### src/rtl/esp_pkg.sv
package esp_pkg;

   localparam int TIME_WIDTH_DEF = 32;
   localparam int COUNT_W        = 32;
   localparam int SPEED_W        = 24;
   localparam int DEBOUNCE_W     = 10;
   localparam int PPR_W          = 13;
   localparam int CSR_INDEX_W    = 2;
   localparam int CSR_DATA_W     = 13;
   localparam int QUEUE_DEPTH    = 4;

   // numerator dp * 15360000 stays below 2^56
   localparam int NUM_W          = 56;
   localparam int QUOT_W         = 24;
   localparam int PROD_W         = 48;
   localparam int DECAY_SHIFT    = 26;
   localparam int MIN_SAMPLE_MS  = 10;

   localparam logic [SPEED_W-1:0]    RATE_NUM    = 24'd15360000;
   localparam logic [SPEED_W-1:0]    RAMP_Q8     = 24'd2560;
   localparam logic [SPEED_W-1:0]    FLOOR_Q8    = 24'd25;
   localparam logic [SPEED_W-1:0]    SPEED_MAX   = 24'hFFFFFF;
   // ceil(2^26 / 5), exact floor division by 5 for 24 bit values
   localparam logic [SPEED_W-1:0]    DECAY_RECIP = 24'd13421773;

   localparam logic [DEBOUNCE_W-1:0] DEBOUNCE_RESET = 10'd5;
   localparam logic [PPR_W-1:0]      PPR_RESET      = 13'd20;

   localparam logic [CSR_INDEX_W-1:0] CSR_DEBOUNCE = 2'd0;
   localparam logic [CSR_INDEX_W-1:0] CSR_PPR      = 2'd1;

   typedef enum logic [1:0] {
      CMD_PASS    = 2'd0,
      CMD_MEASURE = 2'd1,
      CMD_DECAY   = 2'd2
   } cmd_kind_type;

   typedef struct packed {
      logic busy;
      logic dividing;
   } back_status_type;

endpackage

### src/rtl/esp_queue.sv
module esp_queue #(
   parameter int WIDTH = 8,
   parameter int DEPTH = 4
) (
   input  logic             clock,
   input  logic             reset,
   input  logic             push,
   input  logic [WIDTH-1:0] wdata,
   input  logic             pop,
   output logic [WIDTH-1:0] rdata,
   output logic             full,
   output logic             empty
);

   localparam int PTR_W = (DEPTH > 1) ? $clog2(DEPTH) : 1;
   localparam int CNT_W = $clog2(DEPTH + 1);

   logic [WIDTH-1:0] slots_ff [DEPTH];
   logic [PTR_W-1:0] wr_ptr_ff, wr_ptr_in;
   logic [PTR_W-1:0] rd_ptr_ff, rd_ptr_in;
   logic [CNT_W-1:0] count_ff, count_in;

   assign full  = (count_ff == CNT_W'(DEPTH));
   assign empty = (count_ff == '0);
   assign rdata = slots_ff[rd_ptr_ff];

   always_comb begin
      wr_ptr_in = wr_ptr_ff;
      rd_ptr_in = rd_ptr_ff;
      count_in  = count_ff;
      if (push) begin
         wr_ptr_in = (wr_ptr_ff == PTR_W'(DEPTH - 1)) ? '0 : wr_ptr_ff + 1'b1;
      end
      if (pop) begin
         rd_ptr_in = (rd_ptr_ff == PTR_W'(DEPTH - 1)) ? '0 : rd_ptr_ff + 1'b1;
      end
      if (push && !pop) begin
         count_in = count_ff + 1'b1;
      end else if (pop && !push) begin
         count_in = count_ff - 1'b1;
      end
   end

   always_ff @(posedge clock) begin
      if (push) begin
         slots_ff[wr_ptr_ff] <= wdata;
      end
   end

   always_ff @(posedge clock) begin
      if (reset) begin
         wr_ptr_ff <= '0;
         rd_ptr_ff <= '0;
         count_ff  <= '0;
      end else begin
         wr_ptr_ff <= wr_ptr_in;
         rd_ptr_ff <= rd_ptr_in;
         count_ff  <= count_in;
      end
   end

endmodule

### src/rtl/esp_front.sv
module esp_front #(
   parameter int TIME_WIDTH = esp_pkg::TIME_WIDTH_DEF
) (
   input  logic                            clock,
   input  logic                            reset,
   input  logic                            push,
   input  logic                            req_mode,
   input  logic [31:0]                     req_time_ms,
   input  logic [esp_pkg::DEBOUNCE_W-1:0]  debounce,
   input  logic                            q_full,
   output logic                            q_push,
   output esp_pkg::cmd_kind_type           cmd_kind,
   output logic [esp_pkg::COUNT_W-1:0]     cmd_total,
   output logic [esp_pkg::COUNT_W-1:0]     cmd_dp,
   output logic [TIME_WIDTH-1:0]           cmd_dt
);

   import esp_pkg::*;

   logic [TIME_WIDTH-1:0] now;
   logic [TIME_WIDTH-1:0] since;
   logic                  edge_ok;
   logic                  sample_ok;

   logic [COUNT_W-1:0]    pulse_count_ff, pulse_count_in;
   logic [TIME_WIDTH-1:0] last_edge_ff, last_edge_in;
   logic [COUNT_W-1:0]    sample_count_ff, sample_count_in;
   logic [TIME_WIDTH-1:0] sample_time_ff, sample_time_in;

   assign now       = TIME_WIDTH'(req_time_ms);
   assign since     = now - last_edge_ff;
   assign edge_ok   = since > TIME_WIDTH'(debounce);
   assign cmd_dt    = now - sample_time_ff;
   assign sample_ok = cmd_dt >= TIME_WIDTH'(MIN_SAMPLE_MS);
   assign cmd_dp    = pulse_count_ff - sample_count_ff;
   assign q_push    = push && !q_full;

   always_comb begin
      cmd_kind        = CMD_PASS;
      cmd_total       = pulse_count_ff;
      pulse_count_in  = pulse_count_ff;
      last_edge_in    = last_edge_ff;
      sample_count_in = sample_count_ff;
      sample_time_in  = sample_time_ff;
      if (!req_mode) begin
         if (edge_ok) begin
            cmd_total      = pulse_count_ff + 1'b1;
            pulse_count_in = cmd_total;
            last_edge_in   = now;
         end
      end else if (sample_ok) begin
         cmd_kind        = (cmd_dp != '0) ? CMD_MEASURE : CMD_DECAY;
         sample_count_in = pulse_count_ff;
         sample_time_in  = now;
      end
   end

   always_ff @(posedge clock) begin
      if (reset) begin
         pulse_count_ff  <= '0;
         last_edge_ff    <= '0;
         sample_count_ff <= '0;
         sample_time_ff  <= '0;
      end else if (q_push) begin
         pulse_count_ff  <= pulse_count_in;
         last_edge_ff    <= last_edge_in;
         sample_count_ff <= sample_count_in;
         sample_time_ff  <= sample_time_in;
      end
   end

endmodule

### src/rtl/esp_back.sv
module esp_back #(
   parameter int TIME_WIDTH = esp_pkg::TIME_WIDTH_DEF
) (
   input  logic                          clock,
   input  logic                          reset,
   input  logic [esp_pkg::PPR_W-1:0]     ppr,
   input  logic                          head_empty,
   input  esp_pkg::cmd_kind_type         head_kind,
   input  logic [esp_pkg::COUNT_W-1:0]   head_total,
   input  logic [esp_pkg::COUNT_W-1:0]   head_dp,
   input  logic [TIME_WIDTH-1:0]         head_dt,
   output logic                          head_pop,
   input  logic                          pop,
   output logic                          empty,
   output logic [esp_pkg::COUNT_W-1:0]   rsp_pulse_total,
   output logic [esp_pkg::SPEED_W-1:0]   rsp_speed_rpm_q8,
   output logic                          rsp_speed_updated,
   output esp_pkg::back_status_type      status
);

   import esp_pkg::*;

   localparam int DEN_W = PPR_W + TIME_WIDTH;
   localparam int CMP_W = (DEN_W > NUM_W) ? DEN_W : NUM_W;
   localparam int DSH_W = NUM_W + QUOT_W;
   localparam int CNT_W = $clog2(QUOT_W);
   localparam int DEC_W = PROD_W - DECAY_SHIFT;

   typedef enum logic [6:0] {
      ST_IDLE  = 7'b0000001,
      ST_MUL   = 7'b0000010,
      ST_CHECK = 7'b0000100,
      ST_SAT   = 7'b0001000,
      ST_DIV   = 7'b0010000,
      ST_RAMP  = 7'b0100000,
      ST_DECAY = 7'b1000000
   } state_type;

   state_type             state_ff, state_in;
   logic                  out_valid_ff, out_valid_in;
   logic [COUNT_W-1:0]    out_total_ff, out_total_in;
   logic [SPEED_W-1:0]    out_speed_ff, out_speed_in;
   logic                  out_updated_ff, out_updated_in;
   logic [SPEED_W-1:0]    est_ff, est_in;
   logic [COUNT_W-1:0]    total_ff, total_in;
   logic [COUNT_W-1:0]    dp_ff, dp_in;
   logic [TIME_WIDTH-1:0] dt_ff, dt_in;
   logic [NUM_W-1:0]      num_ff, num_in;
   logic [DEN_W-1:0]      den_ff, den_in;
   logic [NUM_W-1:0]      rem_ff, rem_in;
   logic [DSH_W-1:0]      dsh_ff, dsh_in;
   logic [QUOT_W-1:0]     quot_ff, quot_in;
   logic [CNT_W-1:0]      cnt_ff, cnt_in;
   logic [SPEED_W-1:0]    rate_ff, rate_in;
   logic [PROD_W-1:0]     prod_ff, prod_in;

   logic                  out_taken;
   logic                  out_free;
   logic [SPEED_W:0]      ramp_up;
   logic [DEC_W-1:0]      dec_val;
   logic [SPEED_W-1:0]    ramp_est;
   logic [SPEED_W-1:0]    decay_est;

   assign out_taken = pop && out_valid_ff;
   assign out_free  = !out_valid_ff || out_taken;
   assign ramp_up   = {1'b0, est_ff} + {1'b0, RAMP_Q8};
   assign dec_val   = prod_ff[PROD_W-1:DECAY_SHIFT];

   // rising estimate is slew limited, falling one follows at once
   assign ramp_est  = (rate_ff > est_ff)
                    ? ((ramp_up > {1'b0, rate_ff}) ? rate_ff : ramp_up[SPEED_W-1:0])
                    : rate_ff;
   assign decay_est = (SPEED_W'(dec_val) <= FLOOR_Q8) ? '0 : SPEED_W'(dec_val);

   assign empty             = !out_valid_ff;
   assign rsp_pulse_total   = out_total_ff;
   assign rsp_speed_rpm_q8  = out_speed_ff;
   assign rsp_speed_updated = out_updated_ff;
   assign status.busy       = (state_ff != ST_IDLE);
   assign status.dividing   = (state_ff == ST_DIV);

   always_comb begin
      state_in       = state_ff;
      head_pop       = 1'b0;
      out_valid_in   = out_valid_ff && !out_taken;
      out_total_in   = out_total_ff;
      out_speed_in   = out_speed_ff;
      out_updated_in = out_updated_ff;
      est_in         = est_ff;
      total_in       = total_ff;
      dp_in          = dp_ff;
      dt_in          = dt_ff;
      num_in         = num_ff;
      den_in         = den_ff;
      rem_in         = rem_ff;
      dsh_in         = dsh_ff;
      quot_in        = quot_ff;
      cnt_in         = cnt_ff;
      rate_in        = rate_ff;
      prod_in        = prod_ff;

      unique case (state_ff)
         ST_IDLE: begin
            // start only when the output register will be free
            if (!head_empty && out_free) begin
               head_pop = 1'b1;
               total_in = head_total;
               dp_in    = head_dp;
               dt_in    = head_dt;
               prod_in  = PROD_W'(est_ff) * PROD_W'(DECAY_RECIP);
               unique case (head_kind)
                  CMD_MEASURE: state_in = ST_MUL;
                  CMD_DECAY:   state_in = ST_DECAY;
                  default: begin
                     out_valid_in   = 1'b1;
                     out_total_in   = head_total;
                     out_speed_in   = est_ff;
                     out_updated_in = 1'b0;
                  end
               endcase
            end
         end
         ST_MUL: begin
            num_in   = NUM_W'(dp_ff) * NUM_W'(RATE_NUM);
            den_in   = DEN_W'(ppr) * DEN_W'(dt_ff);
            state_in = ST_CHECK;
         end
         ST_CHECK: begin
            if (ppr == '0) begin
               rate_in  = SPEED_MAX;
               state_in = ST_RAMP;
            end else if (CMP_W'(den_ff) > CMP_W'(num_ff)) begin
               rate_in  = '0;
               state_in = ST_RAMP;
            end else begin
               state_in = ST_SAT;
            end
         end
         ST_SAT: begin
            // den fits the numerator width here
            if (DSH_W'(num_ff) >= (DSH_W'(NUM_W'(den_ff)) << QUOT_W)) begin
               rate_in  = SPEED_MAX;
               state_in = ST_RAMP;
            end else begin
               rem_in   = num_ff;
               dsh_in   = DSH_W'(NUM_W'(den_ff)) << (QUOT_W - 1);
               quot_in  = '0;
               cnt_in   = CNT_W'(QUOT_W - 1);
               state_in = ST_DIV;
            end
         end
         ST_DIV: begin
            // restoring division, one quotient bit per cycle
            if (DSH_W'(rem_ff) >= dsh_ff) begin
               rem_in  = rem_ff - NUM_W'(dsh_ff);
               quot_in = {quot_ff[QUOT_W-2:0], 1'b1};
            end else begin
               quot_in = {quot_ff[QUOT_W-2:0], 1'b0};
            end
            dsh_in = dsh_ff >> 1;
            cnt_in = cnt_ff - 1'b1;
            if (cnt_ff == '0) begin
               rate_in  = quot_in;
               state_in = ST_RAMP;
            end
         end
         ST_RAMP: begin
            est_in         = ramp_est;
            out_valid_in   = 1'b1;
            out_total_in   = total_ff;
            out_speed_in   = ramp_est;
            out_updated_in = 1'b1;
            state_in       = ST_IDLE;
         end
         ST_DECAY: begin
            est_in         = decay_est;
            out_valid_in   = 1'b1;
            out_total_in   = total_ff;
            out_speed_in   = decay_est;
            out_updated_in = 1'b1;
            state_in       = ST_IDLE;
         end
         default: begin
            state_in = ST_IDLE;
         end
      endcase
   end

   always_ff @(posedge clock) begin
      out_total_ff   <= out_total_in;
      out_speed_ff   <= out_speed_in;
      out_updated_ff <= out_updated_in;
      total_ff       <= total_in;
      dp_ff          <= dp_in;
      dt_ff          <= dt_in;
      num_ff         <= num_in;
      den_ff         <= den_in;
      rem_ff         <= rem_in;
      dsh_ff         <= dsh_in;
      quot_ff        <= quot_in;
      cnt_ff         <= cnt_in;
      rate_ff        <= rate_in;
      prod_ff        <= prod_in;
   end

   always_ff @(posedge clock) begin
      if (reset) begin
         state_ff     <= ST_IDLE;
         out_valid_ff <= 1'b0;
         est_ff       <= '0;
      end else begin
         state_ff     <= state_in;
         out_valid_ff <= out_valid_in;
         est_ff       <= est_in;
      end
   end

endmodule

### src/rtl/encoder_speed_estimator.sv
// Speed estimator for one wheel encoder. Each item is an encoder edge
// (req_mode 0) or a speed sample (req_mode 1) with a millisecond timestamp,
// and each item gives exactly one result in order. The front end debounces
// edges, keeps the pulse count and sample timing, and takes one item per
// cycle while its four entry queue has room. Edge items and samples that come
// within 10 ms of the last one go from the queue head straight into the result
// register; a sample with no new pulses passes through the decay state first.
// A measured sample passes through the back end after it leaves the queue:
// the two products, two range checks (which may end early with a zero or
// saturated rate), the restoring divider (one quotient bit per cycle) and
// the ramp update, so the measured sample sets the sustained rate. Registers
// (index 0 debounce_ms, index 1 pulses_per_rev) are written through the csr
// port, which is always ready; write them only while the block is idle.
module encoder_speed_estimator #(
   parameter int TIME_WIDTH = esp_pkg::TIME_WIDTH_DEF
) (
   input  logic                              clock,
   input  logic                              reset,
   input  logic                              push,
   output logic                              full,
   input  logic                              req_mode,
   input  logic [31:0]                       req_time_ms,
   output logic                              empty,
   input  logic                              pop,
   output logic [esp_pkg::COUNT_W-1:0]       rsp_pulse_total,
   output logic [esp_pkg::SPEED_W-1:0]       rsp_speed_rpm_q8,
   output logic                              rsp_speed_updated,
   input  logic                              valid,
   output logic                              ready,
   input  logic [esp_pkg::CSR_INDEX_W-1:0]   csr_index,
   input  logic [esp_pkg::CSR_DATA_W-1:0]    csr_wdata
);

   import esp_pkg::*;

   localparam int QW = 2 + COUNT_W + COUNT_W + TIME_WIDTH;

   logic [DEBOUNCE_W-1:0] debounce_ff, debounce_in;
   logic [PPR_W-1:0]      ppr_ff, ppr_in;

   logic                  q_push;
   logic                  q_pop;
   logic                  q_full;
   logic                  q_empty;
   logic [QW-1:0]         q_wdata;
   logic [QW-1:0]         q_rdata;

   cmd_kind_type          cmd_kind;
   logic [COUNT_W-1:0]    cmd_total;
   logic [COUNT_W-1:0]    cmd_dp;
   logic [TIME_WIDTH-1:0] cmd_dt;

   cmd_kind_type          head_kind;
   logic [COUNT_W-1:0]    head_total;
   logic [COUNT_W-1:0]    head_dp;
   logic [TIME_WIDTH-1:0] head_dt;

   back_status_type       back_status;

   assign ready = 1'b1;
   assign full  = q_full;

   always_comb begin
      debounce_in = debounce_ff;
      ppr_in      = ppr_ff;
      if (valid) begin
         unique case (csr_index)
            CSR_DEBOUNCE: debounce_in = csr_wdata[DEBOUNCE_W-1:0];
            CSR_PPR:      ppr_in      = csr_wdata[PPR_W-1:0];
            default: ;
         endcase
      end
   end

   always_ff @(posedge clock) begin
      if (reset) begin
         debounce_ff <= DEBOUNCE_RESET;
         ppr_ff      <= PPR_RESET;
      end else begin
         debounce_ff <= debounce_in;
         ppr_ff      <= ppr_in;
      end
   end

   esp_front #(
      .TIME_WIDTH (TIME_WIDTH)
   ) u_front (
      .clock       (clock),
      .reset       (reset),
      .push        (push),
      .req_mode    (req_mode),
      .req_time_ms (req_time_ms),
      .debounce    (debounce_ff),
      .q_full      (q_full),
      .q_push      (q_push),
      .cmd_kind    (cmd_kind),
      .cmd_total   (cmd_total),
      .cmd_dp      (cmd_dp),
      .cmd_dt      (cmd_dt)
   );

   assign q_wdata = {cmd_kind, cmd_total, cmd_dp, cmd_dt};

   esp_queue #(
      .WIDTH (QW),
      .DEPTH (QUEUE_DEPTH)
   ) u_queue (
      .clock (clock),
      .reset (reset),
      .push  (q_push),
      .wdata (q_wdata),
      .pop   (q_pop),
      .rdata (q_rdata),
      .full  (q_full),
      .empty (q_empty)
   );

   assign head_kind  = cmd_kind_type'(q_rdata[QW-1 -: 2]);
   assign head_total = q_rdata[QW-3 -: COUNT_W];
   assign head_dp    = q_rdata[TIME_WIDTH+COUNT_W-1 -: COUNT_W];
   assign head_dt    = q_rdata[TIME_WIDTH-1:0];

   esp_back #(
      .TIME_WIDTH (TIME_WIDTH)
   ) u_back (
      .clock             (clock),
      .reset             (reset),
      .ppr               (ppr_ff),
      .head_empty        (q_empty),
      .head_kind         (head_kind),
      .head_total        (head_total),
      .head_dp           (head_dp),
      .head_dt           (head_dt),
      .head_pop          (q_pop),
      .pop               (pop),
      .empty             (empty),
      .rsp_pulse_total   (rsp_pulse_total),
      .rsp_speed_rpm_q8  (rsp_speed_rpm_q8),
      .rsp_speed_updated (rsp_speed_updated),
      .status            (back_status)
   );

   // a sample in progress owns the result register until it finishes
   a_busy_out_free: assert property (@(posedge clock) disable iff (reset)
      back_status.busy |-> empty)
      else $error("back end busy while a result is still held");

   a_pop_not_empty: assert property (@(posedge clock) disable iff (reset)
      q_pop |-> !q_empty)
      else $error("queue popped while empty");

   a_div_ppr: assert property (@(posedge clock) disable iff (reset)
      back_status.dividing |-> (ppr_ff != '0))
      else $error("divider running with zero pulses per revolution");

endmodule
### config.mk
export PLATFORM = sky130hd
export DESIGN_NAME = encoder_speed_estimator
export DESIGN_NICKNAME = d
export VERILOG_FILES = /design/src/rtl/esp_pkg.sv /design/src/rtl/esp_queue.sv /design/src/rtl/esp_front.sv /design/src/rtl/esp_back.sv /design/src/rtl/encoder_speed_estimator.sv
export SDC_FILE = /design/constraint.sdc
export NUM_CORES = 2
export LEC_CHECK = 0
export BUFFER_PORTS_ARGS = -buffer_cell sky130_fd_sc_hd__buf_4
export CAP_MARGIN = 30
export CORE_MARGIN = 5
export CORE_UTILIZATION = 60
export CTS_BUF_LIST = sky130_fd_sc_hd__clkbuf_4
export DETAILED_ROUTE_END_ITERATION = 8
export PLACE_DENSITY = 0.74
export SYNTH_ARGS = -nofsm -noshare
export SYNTH_HDL_FRONTEND = slang
export SYNTH_SLANG_ARGS = --single-unit
### constraint.sdc
create_clock -name clock -period 10.2 [get_ports clock]
set_input_delay 1.53 -clock clock [delete_from_list [all_inputs] [get_ports clock]]
set_output_delay 1.53 -clock clock [all_outputs]
set_load 0.02 [all_outputs]
==> impl_metrics.env <==
export IMPL_cp_slowest_cell="dfxtp_1"
export IMPL_cts_resized=0
export IMPL_syn_num_nets=9055
export IMPL_yosys_area_top_type="edfxtp_1"
export IMPL_htree_levels=5
export IMPL_first_pass_iters=6
export IMPL_hpwl_um=153300
export IMPL_fin_hold_ws_ns=0.4562
export IMPL_critPathMaxStageDelay_ns=0.75
export IMPL_grt_pass1_vias=57842
export IMPL_cp_start_kind="flop"
export IMPL_finalMaxSlewViolations=0
export IMPL_async_reset_ff_frac=0
export IMPL_critical_path_startpoint="u_back.est_ff[11]"
export IMPL_fin_nets=9214
export IMPL_synth_seq_cells=1023
export IMPL_synth_seq_area_share=0.3598
export IMPL_port_buffers=111
export IMPL_worstSetupEndpoint="u_back.prod_ff[47]"
export IMPL_cts_setup_buffers=0
export IMPL_tns_ns=0
export IMPL_timing_final_crit_share=0.8173
export IMPL_die_area_sq_um=140800
export IMPL_hold_path_class="reg2reg"
export IMPL_num_io_pins=113
export IMPL_cts_tree="done"
export IMPL_wl_um=199700
export IMPL_yosysTopAreaCellShare=0.3118
export IMPL_crit_fanout=11
export IMPL_drtIter0Drc=4432
export IMPL_status="finished, final reports clean"
export IMPL_yosysWarnings=0
export IMPL_die_x_um=375.2
export IMPL_holdCritStartpoint="ppr_ff[7]"
export IMPL_crit_path_end_kind="flop"
export IMPL_fp_dieH_um=375.2
export IMPL_area_growth_pct=7.273
export IMPL_fillers=10616
export IMPL_path_clk_slew_ns=0.07
export IMPL_r2r_end="u_back.prod_ff[47]"
export IMPL_ff2ff_path_depth=26
export IMPL_setup_viol=0
export IMPL_maxCapViolCount=0
export IMPL_antenna_found_initial=6
export IMPL_rr_startpoint="u_back.est_ff[11]"
export IMPL_core_area_sq_um=133000
export IMPL_tightest_slew_ns=1.055
export IMPL_cts_max_path_buffers=4
export IMPL_clkLatencyLatePin_ns=1.25
export IMPL_start_util=0.6019
export IMPL_synth_edf_count=831
export IMPL_synth_area_top_cells="edfxtp_1, fa_1, ha_1, inv_1, dfxtp_1"
export IMPL_regArea_sq_um=28810
export IMPL_grt_usage=0.2866
export IMPL_final_cell_mix="inv_1, nand2_1, edfxtp_1, ha_1, fa_1"
export IMPL_place_gp_congestion=0.9289
export IMPL_cts_root_buffer="clkbuf_4"
export IMPL_required_ns=11.16
export IMPL_num_rows=134
export IMPL_critical_path_class="reg2reg"
export IMPL_ys_flop_type="edfxtp_1"
export IMPL_grt_max_degree=101
export IMPL_grt_pass1_wl_um=319600
export IMPL_arrival_ns=9.29
export IMPL_ys_types=84
export IMPL_numCtsBuffers=284
export IMPL_hold_viol=0
export IMPL_drive_gt1_frac=0.09594
export IMPL_min_period_ns=8.337
export IMPL_routed_via_density=5.811
export IMPL_route_detailed_drc=0
export IMPL_utilization=0.6457
export IMPL_grt_overflow_total=0
export IMPL_ant_nets=0
export IMPL_synth_avg_cell_area_sq_um=10.57
export IMPL_syn_cell_area_sq_um=80030
export IMPL_vias=56328
export IMPL_wl_per_cell_um=20.60
export IMPL_rsz0062_at_grt="no"
export IMPL_mostFrequentLayoutCell="inv_1"
export IMPL_r2r_slack_ns=1.86
export IMPL_netlist_instances=7572
export IMPL_fmax_mhz=120.0
export IMPL_relSlewSlack=0.2960
export IMPL_multi_input_area_sq_um=45370
export IMPL_clkSinkCount=1023
export IMPL_hold_buffers=0
export IMPL_fin_skew_ns=0.1354
-- area by class of cell --
type | instances | area share
repair buffers | 154 | 0.01408
clock inverters | 71 | 0.003935
multi-input cells | 4975 | 0.5285
inverters | 1293 | 0.05664
well taps | 1768 | 0.02577
clock buffers | 406 | 0.03550
flip-flops and latches | 1023 | 0.3355
diodes | 3 | 0.00008745
-- worst max-delay path: cells and delay by family, from the launching register on --
family	cells	cell delay, ns
adder cells (fa/ha/maj)	8	3.79
AO/OA/AOI/OAI	6	1.75
AND/OR/NAND/NOR	4	0.91
flip-flops	1	0.75
XOR/XNOR	1	0.14
buffers and inverters	7	0.73
-- stage by stage --
step	worst slack (ns)	cells	area [sq um]
2_1_floorplan	2.975	7572	80030
3_3_place_gp	2.025	9208	82370
3_5_place_dp	1.857	9210	82400
4_1_cts	1.842	9687	85780
5_1_grt	1.352	9693	85850
6_report	1.863	9693	85850
-- metal layers --
metal	part of all wire	wire length, um	GRT usage
met1	0.45	89190	0.4137
met2	0.45	90430	0.4445
met3	0.074	14850	0.05820
met4	0.026	5207	0.08307
met5	0.00017	34	0
-- kinds of logic (layout without fill, tap and decap cells) --
logic type / after synthesis / in the layout / share of synthesized area
other: 1 / 4 / 0.00004686
flip-flops: 1023 / 1023 / 0.3598
adder cells (fa/ha/maj): 1430 / 1430 / 0.2877
buffers and inverters: 1574 / 1924 / 0.07442
AO/OA/AOI/OAI: 1238 / 1238 / 0.1000
AND/OR/NAND/NOR: 1865 / 1865 / 0.1115
XOR/XNOR: 264 / 264 / 0.02889
multiplexers: 177 / 177 / 0.03751
-- state kept, by name, indices dropped and copies added (netlist names), 23 cells and up, named ones only --
| register | cells |
|---|---|
| u_front.sample_time_ff | 32 |
| u_back.dt_ff | 32 |
| u_front.last_edge_ff | 32 |
| u_back.dsh_ff | 68 |
| u_back.quot_ff | 23 |
| u_front.pulse_count_ff | 32 |
| u_back.rsp_speed_rpm_q8 | 24 |
| u_back.rate_ff | 24 |
| u_back.dp_ff | 32 |
| u_back.den_ff | 45 |
| u_queue.slots_ff | 392 |
| u_back.est_ff | 24 |
| u_back.rsp_pulse_total | 32 |
| u_front.sample_count_ff | 32 |
| u_back.rem_ff | 56 |
| u_back.total_ff | 32 |
| u_back.num_ff | 43 |
-- synth_stat cells (17+ instances only) --
cell type  number
or2_2          39
dfxtp_1       192
nand2_1       834
mux2i_1        76
ha_1          746
clkbuf_1      245
fa_1          684
and3_1         32
o21bai_1       19
nand2b_1       50
edfxtp_1      831
o21a_1         64
nand3_1        87
nor2b_1        49
and2_1        196
a21oi_1       281
nand4_1        64
o22ai_1        25
o211ai_1       87
o21ai_0       299
a21o_1        164
mux4_2         98
xor2_1        123
nor2_1        249
nor3_1         94
inv_1        1292
buf_2          17
xnor2_1       141
a211oi_1       32
nor4_1         52
a31oi_1        41
and4_1         18
or3_1          22
o31ai_1        30
or4_1          17
-- worst min-delay path by stage --
stage	endpoint	slack (ns)	depth (start not counted)
floorplan	u_front.last_edge_ff[10]	0.43	2
global placement	u_front.last_edge_ff[20]	0.44	2
detailed placement	u_front.last_edge_ff[16]	0.45	2
CTS	ppr_ff[4]	0.41	3
global route	u_front.last_edge_ff[10]	0.47	2
finish	ppr_ff[7]	0.46	2
Power is left out: the tool's default activity adds up to more than one toggle a clock period on the data nets, which glitch-free logic cannot reach.
